[src/rtl/ubh_pkg.sv]
`timescale 1ns / 1ps
// ----------------------------------------------------------------------------
// ubh_pkg
// Shared types and constants of the uniform-bin histogram.
// ----------------------------------------------------------------------------
package ubh_pkg;

   localparam int BINS_W    = 9;    // bins_in_use register width
   localparam int FIELD_W   = 32;   // sample and limit field width
   localparam int CNT_W     = 32;   // every counter
   localparam int HIT_W     = 8;    // reported bin index
   localparam int OUTC_W    = 3;    // outcome code
   localparam int CSR_IDX_W = 2;
   localparam int RSP_DATA_W = 136; // hit_bin + 4 counters, whole bytes

   typedef enum logic [OUTC_W-1:0] {
      OUT_BINNED  = 3'd0,
      OUT_UNDER   = 3'd1,
      OUT_OVER    = 3'd2,
      OUT_INVALID = 3'd3,
      OUT_BADCFG  = 3'd4
   } outcome_type;

   localparam logic [CSR_IDX_W-1:0] REG_MIN  = 2'd0;
   localparam logic [CSR_IDX_W-1:0] REG_MAX  = 2'd1;
   localparam logic [CSR_IDX_W-1:0] REG_BINS = 2'd2;

   localparam logic [FIELD_W-1:0] RST_MIN  = 32'd0;
   localparam logic [FIELD_W-1:0] RST_MAX  = 32'd65536;
   localparam logic [BINS_W-1:0]  RST_BINS = 9'd256;

   typedef struct packed {
      logic clear;      // write zero at the sweep address
      logic accept;     // capture input beat
      logic classify;   // classify, bump side counters
      logic mul;        // offset * bins
      logic div_load;   // seed remainder
      logic div_step;   // one quotient bit
      logic pick;       // final bin index
      logic read;       // bin read
      logic write;      // bin write-back
      logic load_out;   // fill output register
   } dp_cmd_type;

   typedef struct packed {
      logic clear_last;
      logic binned;
   } dp_status_type;

   function automatic logic [CNT_W-1:0] sat_inc(input logic [CNT_W-1:0] c);
      return (c == '1) ? c : c + 32'd1;
   endfunction

endpackage

[src/rtl/ubh_ctrl.sv]
`timescale 1ns / 1ps
// ----------------------------------------------------------------------------
// ubh_ctrl
// Sequencer of the histogram: clearing sweep, per-beat steps, output valid.
// ----------------------------------------------------------------------------
module ubh_ctrl (
   input  logic                   clock,
   input  logic                   reset,
   output ubh_pkg::dp_cmd_type    cmd,
   input  ubh_pkg::dp_status_type st,
   input  logic                   req_tvalid,
   output logic                   req_tready,
   output logic                   rsp_tvalid,
   input  logic                   rsp_tready
);
   import ubh_pkg::*;

   typedef enum logic [9:0] {
      S_CLEAR  = 10'b00_0000_0001,
      S_IDLE   = 10'b00_0000_0010,
      S_CLASS  = 10'b00_0000_0100,
      S_MUL    = 10'b00_0000_1000,
      S_LOAD   = 10'b00_0001_0000,
      S_DIV    = 10'b00_0010_0000,
      S_PICK   = 10'b00_0100_0000,
      S_READ   = 10'b00_1000_0000,
      S_WRITE  = 10'b01_0000_0000,
      S_FINISH = 10'b10_0000_0000
   } state_type;

   localparam logic [3:0] DIV_LAST = 4'(BINS_W - 1);

   state_type  state_ff, state_in;
   logic [3:0] step_ff, step_in;
   logic       valid_ff, valid_in;
   logic       out_free;

   assign out_free = !valid_ff || rsp_tready;

   always_comb begin
      state_in = state_ff;
      step_in  = step_ff;
      valid_in = valid_ff && !rsp_tready;
      cmd      = '0;
      case (state_ff)
         S_CLEAR: begin
            cmd.clear = 1'b1;
            if (st.clear_last) state_in = S_IDLE;
         end
         S_IDLE: begin
            if (req_tvalid) begin
               cmd.accept = 1'b1;
               state_in   = S_CLASS;
            end
         end
         S_CLASS: begin
            cmd.classify = 1'b1;
            state_in     = st.binned ? S_MUL : S_FINISH;
         end
         S_MUL: begin
            cmd.mul  = 1'b1;
            state_in = S_LOAD;
         end
         S_LOAD: begin
            cmd.div_load = 1'b1;
            step_in      = '0;
            state_in     = S_DIV;
         end
         S_DIV: begin
            cmd.div_step = 1'b1;
            step_in      = step_ff + 4'd1;
            if (step_ff == DIV_LAST) state_in = S_PICK;
         end
         S_PICK: begin
            cmd.pick = 1'b1;
            state_in = S_READ;
         end
         S_READ: begin
            cmd.read = 1'b1;
            state_in = S_WRITE;
         end
         S_WRITE: begin
            cmd.write = 1'b1;
            state_in  = S_FINISH;
         end
         S_FINISH: begin
            if (out_free) begin
               cmd.load_out = 1'b1;
               valid_in     = 1'b1;
               state_in     = S_IDLE;
            end
         end
         default: state_in = S_IDLE;
      endcase
   end

   always_ff @(posedge clock) begin
      if (reset) begin
         state_ff <= S_CLEAR;
         step_ff  <= '0;
         valid_ff <= 1'b0;
      end else begin
         state_ff <= state_in;
         step_ff  <= step_in;
         valid_ff <= valid_in;
      end
   end

   assign req_tready = (state_ff == S_IDLE);
   assign rsp_tvalid = valid_ff;

endmodule
[config.mk]
export PLATFORM = sky130hd
export DESIGN_NAME = ubh_ctrl
export DESIGN_NICKNAME = d
export VERILOG_FILES = /design/src/rtl/ubh_pkg.sv /design/src/rtl/ubh_ctrl.sv
export SDC_FILE = /design/constraint.sdc
export NUM_CORES = 1
export LEC_CHECK = 0
export BUFFER_PORTS_ARGS = -buffer_cell sky130_fd_sc_hd__buf_2
export CORE_UTILIZATION = 40
export DETAILED_ROUTE_END_ITERATION = 8
export GPL_ROUTABILITY_DRIVEN = 0
export SLEW_MARGIN = 30
export SYNTH_ARGS = -nofsm -noshare
export SYNTH_HDL_FRONTEND = slang
export SYNTH_SLANG_ARGS = --single-unit
[constraint.sdc]
create_clock -name clock -period 2 [get_ports clock]
set_input_delay 0.3 -clock clock [delete_from_list [all_inputs] [get_ports clock]]
set_output_delay 0.3 -clock clock [all_outputs]
set_load 0.01 [all_outputs]
==> reports/qor.csv, run 1 <==
metric,value,unit
yosys_register_bits,15,
setup.worst_path.end_class,output pin,
placedCellCount,163,
wl_per_cell,14.1,um
ctsHtreeMaxLevel,1,
maxSlewViolCount,0,
firstDrtPassIters,4,
cp_slowest_cell,nor4_4,
path_buf_inv,2,
peakVddDrop,320,uV
rsz0062_at_grt,yes,
yosys_warnings,0,
remaining_drc_errors,0,
synth_top_area_frac,0.290,
ant_nets,0,
syn_area_per_cell,8.43,sq um
ys_seq_area_frac,0.290,
worstSetupPathType,register to output pin,
antenna_found_initial,0,
vias,960,
rows,18,
powerDensity,519,nW/um^2
p_leak,0.508,nW
synth-edff-count,0,
syn_inst,123,
slew_headroom,0.685,
die_area,2800,sq um
synth_area_leader_cell,dfxtp_1,
syn_area,1040,sq um
fin_crit_sh,0.964,
cts.path.max_buffers,2,
finalNonFillerCells,174,
grt_pass1_vias,876,
dieHeight,52.9,um
drtIter0Drc,14,
min_path_type,input pin to register,
pin_count,18,
required,1700,ps
outcome,"complete, no violations",
clock-sinks,15,
synth_nets,131,
syn2layout_area_growth,22.7,%
clk_latency,280,ps
num_antenna_cells,0,
wl,2450,um
nNetsFinal,153,
setup_viol,0,
dp_hpwl,1670,um
layout-drive-gt1-share,0.410,
path_cells,nor4_4 > buf_4 > and2_4 > nand2_1 > nor2_1 > buf_2,
worstPathArrival,1630,ps
buffer_ports.inserted,17,
dieWidth,52.9,um
tns,0,ps
hold_violations,0,
via_per_inst,5.52,
worst_pin_slew,465,ps
synthArstFlopShare,0,
root_buffer,clkbuf_4,
grt_pass1_wl,3970,um
critPathLaunchType,register,
clock_skew,3.50,ps
fin_crit,1930,ps
cp_max_fo,4,
synth_ff_type,dfxtp_1,
cap_violations,0,
synth_top_cells_by_area,"dfxtp_1 (29%), nor4_4 (6.2%), nor2_1 (4.3%)",
track_usage,0.196,
path_clk_slew,100,ps
ys_types,39,
cts_hold_buf,0,
cts_buffers,3,
cp_top_family,simple AND/OR/NAND/NOR gates,
cts_tree,built,
grt_max_degree,16,
cp_slowest_stage_delay,390,ps
start_util,0.423,
coreArea,2450,sq um
grt_overflow,0,
whs,256,ps
fmax,519,MHz
[flip-flops by register name, summed over array words and instances, names as in the netlist]
name / cells
rsp_tvalid: 1
step_ff: 4
state_ff: 10
[metal layers]
layer  track usage  share of wire  wire [um]  vias to the layer above
met1         0.250           0.47       1160                      454
met5             0              0          0                        -
met3        0.0374          0.036         87                        2
met2         0.319           0.49       1190                       18
met4        0.0833         0.0061         15                        0
li1              -              -          -                      486
[cell usage after synthesis (2+ instances only)]
| master | count |
|---|---|
| nor3b_1 | 4 |
| nand2b_1 | 3 |
| o21ai_0 | 2 |
| nor4b_1 | 5 |
| nor3_1 | 2 |
| a211oi_1 | 2 |
| nand3_1 | 4 |
| inv_1 | 8 |
| buf_1 | 2 |
| o21a_1 | 3 |
| and2_1 | 2 |
| nor4_1 | 4 |
| nor2b_1 | 2 |
| nand2_1 | 9 |
| nand4_1 | 5 |
| nor2_1 | 12 |
| buf_2 | 4 |
| clkbuf_1 | 5 |
| xor2_1 | 3 |
| nor4_4 | 3 |
| ha_1 | 2 |
| a21oi_1 | 5 |
| nor3b_2 | 2 |
| dfxtp_1 | 15 |
[final cells by class]
type / instances / area [sq um]
fillers: 248 / 1180
multi-input cells: 89 / 696
flip-flops and latches: 15 / 315
repair buffers: 28 / 168
well taps: 30 / 37.5
inverters: 8 / 30.0
clock buffers: 4 / 26.3
[placed cells by master (no fill, tap or decap), types with 2 or more instances in the layout]
cell and count:
dfxtp_4 2, clkbuf_4 3, nor2_1 10, o21a_1 3, nor4_4 4, buf_4 11
buf_2 17, a211oi_1 2, nand2_1 8, nor4b_1 5, nand4_1 5, a21oi_1 5
dfxtp_1 7, nand2b_1 3, dfxtp_2 6, nand3_1 3, nor3_1 2, xor2_1 3
o21ai_0 2, nor3b_2 2, inv_1 8, nor2b_1 2, nor3b_1 4, ha_1 2
nor4_1 3
[through the flow]
| step | setup slack, ps | total power, mW | utilization | area, sq um |
|---|---|---|---|---|
| floorplan | 185 | 0.429 | - | 1040 |
| global placement | 214 | 0.459 | 0.466 | 1140 |
| detailed placement | 187 | 0.463 | 0.466 | 1140 |
| CTS | -5.07 | 0.642 | 0.484 | 1190 |
| global route | -19.3 | 0.701 | 0.518 | 1270 |
| finish | 71.7 | 0.660 | 0.518 | 1270 |
[power by group]
part,total (mW),switching [mW],internal (mW)
Sequential,0.329,0.0240,0.305
Clock,0.181,0.103,0.0774
Combinational,0.150,0.0795,0.0708
[logic make-up (layout without fill, tap and decap cells)]
group | count (synthesis) | after routing | synth area share
AOI/OAI and AO/OA | 23 | 23 | 0.188
xor gates and xnor gates | 3 | 3 | 0.0253
adders and majority gates | 2 | 2 | 0.0241
buffers and inverters | 19 | 40 | 0.0736
DFF | 15 | 15 | 0.290
and+or+nand+nor | 61 | 61 | 0.399
[path summary, 6_finish.rpt]
check | cells after the start | startpoint | slack (ps) | to
worst min-delay path | 3 | st[0] | 260 | state_ff[3]$_SDFFE_PP0P_
worst max-delay path | 6 | state_ff[5]$_SDFFE_PP0P_ | 70 | cmd[0]
worst max register to register | 4 | state_ff[3]$_SDFFE_PP0P_ | 320 | state_ff[1]$_SDFFE_PP0P_
worst min register to register | 2 | step_ff[0]$_SDFFE_PP0P_ | 530 | step_ff[0]$_SDFFE_PP0P_
[tightest hold or removal path, stage by stage]
cell and delay [ps]:
buf_2 100, nand2_1 60, nor2_1 40
[what timing repair did]
item	4_1_cts	5_1_grt
gates resized for setup	2	16
endpoints found under the setup margin	5	9
buffers inserted	2	5
pin swaps	1	4
(Power assumes the default switching activity.)
==> inputs of run 2 (changes only) <==
Settings changed: RECOVER_POWER from default to 25.
==> reports/qor.csv, run 2 (same netlist as run 1, synthesis figures left out) <==
metric,value,unit,change
firstDrtPassIters,4,,unchanged
p_leak,0.503,nW,-0.87%
remaining_drc_errors,0,,unchanged
worst_pin_slew,465,ps,unchanged
dp_slack,187,ps,unchanged
clock_skew,3.52,ps,+0.0147 ps
drtIter0Drc,14,,unchanged
wl,2450,um,unchanged
final_common_cell,buf_2,,
min_path_type,input pin to register,,
outcome,"complete, no violations",,
final_cell_mix,"buf_2 (16), buf_4 (11), nor2_1 (10)",,
maxSlewViolCount,0,,unchanged
grt_max_degree,16,,unchanged
clock_power_share,0.274,,about the same
buffer_ports.inserted,17,,unchanged
cts_tree,built,,
pwr-share-comb,0.228,,about the same
antenna_found_initial,0,,unchanged
cts.path.max_buffers,2,,unchanged
grt_pass1_vias,876,,unchanged
power_switching,207,uW,about the same
ctsHtreeMaxLevel,1,,unchanged
tns,0,ps,unchanged
start_util,0.423,,unchanged
layout-drive-gt1-share,0.403,,-0.00694
syn2layout_area_growth,22.6,%,about the same
clock-sinks,15,,unchanged
pin_count,18,,unchanged
worstPathArrival,1630,ps,about the same
fin_crit_sh,0.964,,about the same
worst_slack,71.7,ps,-0.0108 ps
largest_register_ffs,10,,unchanged
cts_buffers,3,,unchanged
root_buffer,clkbuf_4,,
coreArea,2450,sq um,unchanged
critPathLaunchType,register,,
grt_overflow,0,,unchanged
intPower,453,uW,about the same
fmax,519,MHz,about the same
slew_headroom,0.685,,unchanged
nNetsFinal,153,,unchanged
pwr-share-seq,0.498,,about the same
dieWidth,52.9,um,unchanged
powerDensity,519,nW/um^2,about the same
ant_nets,0,,unchanged
cp_max_fo,4,,unchanged
wl_per_cell,14.1,um,unchanged
peakVddDrop,320,uV,about the same
fin_crit,1930,ps,+0.0108 ps
rsz0062_at_grt,yes,,
total_power,660,uW,about the same
required,1700,ps,about the same
cts_hold_buf,0,,unchanged
fill_cells,247,,-0.40%
path_clk_slew,100,ps,about the same
die_area,2800,sq um,unchanged
track_usage,0.196,,unchanged
dp_hpwl,1670,um,unchanged
via_per_inst,5.52,,unchanged
final_area,1270,sq um,about the same
dieHeight,52.9,um,unchanged
hold_violations,0,,unchanged
setup.worst_path.end_class,output pin,,
regMostFlops,state_ff,,
dpl_cell_area,1140,sq um,unchanged
swShare,0.313,,about the same
rows,18,,unchanged
vias,960,,unchanged
worstSetupPathType,register to output pin,,
grt_pass1_wl,3970,um,unchanged
cap_violations,0,,unchanged
setup_viol,0,,unchanged
clk_latency,280,ps,about the same
num_antenna_cells,0,,unchanged
run 2: worst max-delay path, stage by stage, from the launching register on:
cell and delay (ps):
dfxtp_1 360, nor4_4 390, buf_4 200, and2_4 130
nand2_1 40, nor2_1 90, buf_2 130
run 2: layer usage:
layer  global-route usage  routed length [um]
met1                0.250                1160
met2                0.319                1190
met3               0.0374                  86
met4               0.0833                  15
met5                    0                   0
run 2: cell type report:
cell class                 count  area, sq um  area share
clock buffer                   4         26.3      0.0207
inverter                       8         30.0      0.0236
sequential                    15          315       0.248
tap                           30         37.5      0.0295
multi-input combinational     89          696       0.547
timing repair buffer          28          166       0.131
run 2: power groups by stage:
stage / clock network [mW] / registers (mW) / logic (mW)
final: 0.181 / 0.329 / 0.150
after global routing: 0.207 / 0.330 / 0.164
after detailed placement: 0 / 0.332 / 0.130
after CTS: 0.185 / 0.325 / 0.132
after global placement: 0 / 0.331 / 0.127
after floorplan: 0 / 0.315 / 0.114
run 2: worst paths after layout:
| check | from | endpoint | slack [ps] | depth (start not counted) |
|---|---|---|---|---|
| hold reg to reg | step_ff[0]$_SDFFE_PP0P_ | step_ff[0]$_SDFFE_PP0P_ | 530 | 2 |
| hold / removal | st[0] | state_ff[3]$_SDFFE_PP0P_ | 260 | 3 |
| setup / recovery | state_ff[5]$_SDFFE_PP0P_ | cmd[0] | 70 | 6 |
| setup reg to reg | state_ff[3]$_SDFFE_PP0P_ | state_ff[1]$_SDFFE_PP0P_ | 320 | 4 |
run 2: what timing repair did:
action | 4_1_cts | 5_1_grt
resized for setup | 2 | 16
setup buffers | 2 | 5
endpoints found under the setup margin | 5 | 9
gates cloned | 0 | 0
pin swaps | 1 | 4
run 2: through the flow:
step	util	std cells	hold WS [ps]
floorplan	-	123	414
global placement	0.466	163	500
detailed placement	0.466	163	513
CTS	0.484	169	250
global route	0.518	174	258
finish	0.518	174	256
==> inputs of run 3 (changes only) <==
Settings changed: MAX_ROUTING_LAYER from default to met4, RECOVER_POWER 25 to default.
==> reports/qor.csv, run 3 (same netlist as run 1, synthesis figures left out) <==
metric,value,unit,change
required,1700,ps,about the same
clock_skew,3.50,ps,-0.0144 ps
dieWidth,52.9,um,unchanged
final_area,1270,sq um,about the same
clk_latency,280,ps,about the same
post-route-util,0.518,,about the same
critPathLaunchType,register,,
setup_viol,0,,unchanged
rows,18,,unchanged
grt_pass1_vias,875,,-0.11%
wl_per_cell,14.1,um,about the same
grt_pass1_wl,3970,um,+0.18%
dp_hpwl,1670,um,unchanged
regMostFlops,state_ff,,
antenna_found_initial,0,,unchanged
tns,0,ps,unchanged
worst_slack,71.8,ps,+0.147 ps
nNetsFinal,153,,unchanged
r2r_setup_slack,320,ps,about the same
critPathLaunch,state_ff[5]$_SDFFE_PP0P_,,
p_leak,0.508,nW,+0.88%
critPathCapture,cmd[0],,
syn2layout_area_growth,22.7,%,about the same
layout-drive-gt1-share,0.410,,+0.00694
start_util,0.423,,unchanged
track_usage,0.201,,+0.00507
fill_cells,248,,+0.40%
num_antenna_cells,0,,unchanged
vias,960,,unchanged
remaining_drc_errors,0,,unchanged
hold_violations,0,,unchanged
worstPathArrival,1630,ps,about the same
cp_max_fo,4,,unchanged
r2r-start,state_ff[3]$_SDFFE_PP0P_,,
worstSetupPathType,register to output pin,,
die_area,2800,sq um,unchanged
rr_worst_depth,4,,unchanged
final_common_cell,buf_2,,
outcome,"complete, no violations",,
pin_count,18,,unchanged
via_per_inst,5.52,,unchanged
peakVddDrop,320,uV,about the same
maxSlewViolCount,0,,unchanged
cts_tree,built,,
firstDrtPassIters,4,,unchanged
worst_pin_slew,465,ps,unchanged
cap_violations,0,,unchanged
ant_nets,0,,unchanged
grt_max_degree,16,,unchanged
grt_overflow,0,,unchanged
path_clk_slew,100,ps,about the same
dpl_cell_area,1140,sq um,unchanged
coreArea,2450,sq um,unchanged
min_path_type,input pin to register,,
cts_buffers,3,,unchanged
fmax,519,MHz,about the same
cts_hold_buf,0,,unchanged
root_buffer,clkbuf_4,,
r2r-end,state_ff[1]$_SDFFE_PP0P_,,
wl,2450,um,about the same
setup.worst_path.end_class,output pin,,
clock-sinks,15,,unchanged
fin_crit_sh,0.964,,about the same
dieHeight,52.9,um,unchanged
fin_crit,1930,ps,-0.147 ps
dp_slack,187,ps,unchanged
buffer_ports.inserted,17,,unchanged
slew_headroom,0.685,,unchanged
powerDensity,519,nW/um^2,-0.11%
drtIter0Drc,14,,unchanged
rsz0062_at_grt,yes,,
largest_register_ffs,10,,unchanged
cts.path.max_buffers,2,,unchanged
final_cell_mix,"buf_2 (17), buf_4 (11), nor2_1 (10)",,
ctsHtreeMaxLevel,1,,unchanged
## run 3: report_power, final
part	total (mW)	internal (mW)	switching, mW
clock	0.181	0.0774	0.103
sequential	0.329	0.305	0.0240
combinational	0.150	0.0708	0.0795
## run 3: what timing repair did
action                     4_1_cts  5_1_grt
pin swaps                        1        4
setup buffers                    2        5
setup endpoints to repair        5        9
resized for setup                2       16
## run 3: per-stage QoR
stage / hold WS (ps) / total power, mW / std cells
floorplan: 414 / 0.429 / 123
global placement: 500 / 0.459 / 163
detailed placement: 513 / 0.463 / 163
CTS: 250 / 0.642 / 169
global route: 258 / 0.701 / 174
finish: 256 / 0.660 / 174
## run 3: metal layers
metal  up-vias  GRT usage  wire length, um
li1        486          -                -
met1       454      0.250             1150
met2        18      0.319             1190
met3         2     0.0374               87
met4         0     0.0833               15
met5         -          -                0
## run 3: cell type report
type,count,area [sq um],area share
tap,30,37.5,0.0295
multi-input combinational,89,696,0.547
timing repair buffer,28,168,0.132
sequential,15,315,0.248
inverter,8,30.0,0.0236
clock buffer,4,26.3,0.0206
## run 3: worst min-delay path by stage
stage	from	end	slack (ps)	depth (start not counted)
after floorplan	st[0]	state_ff[3]$_SDFFE_PP0P_	410	2
after global routing	st[0]	state_ff[3]$_SDFFE_PP0P_	260	3
after detailed placement	step_ff[0]$_SDFFE_PP0P_	step_ff[0]$_SDFFE_PP0P_	510	2
after CTS	st[0]	state_ff[3]$_SDFFE_PP0P_	250	3
final	st[0]	state_ff[3]$_SDFFE_PP0P_	260	3
after global placement	step_ff[0]$_SDFFE_PP0P_	step_ff[0]$_SDFFE_PP0P_	500	2
## run 3: critical path: stages, from the launching register on
cell and delay, ps:
dfxtp_1 360, nor4_4 390, buf_4 200, and2_4 130, nand2_1 40, nor2_1 90
buf_2 130
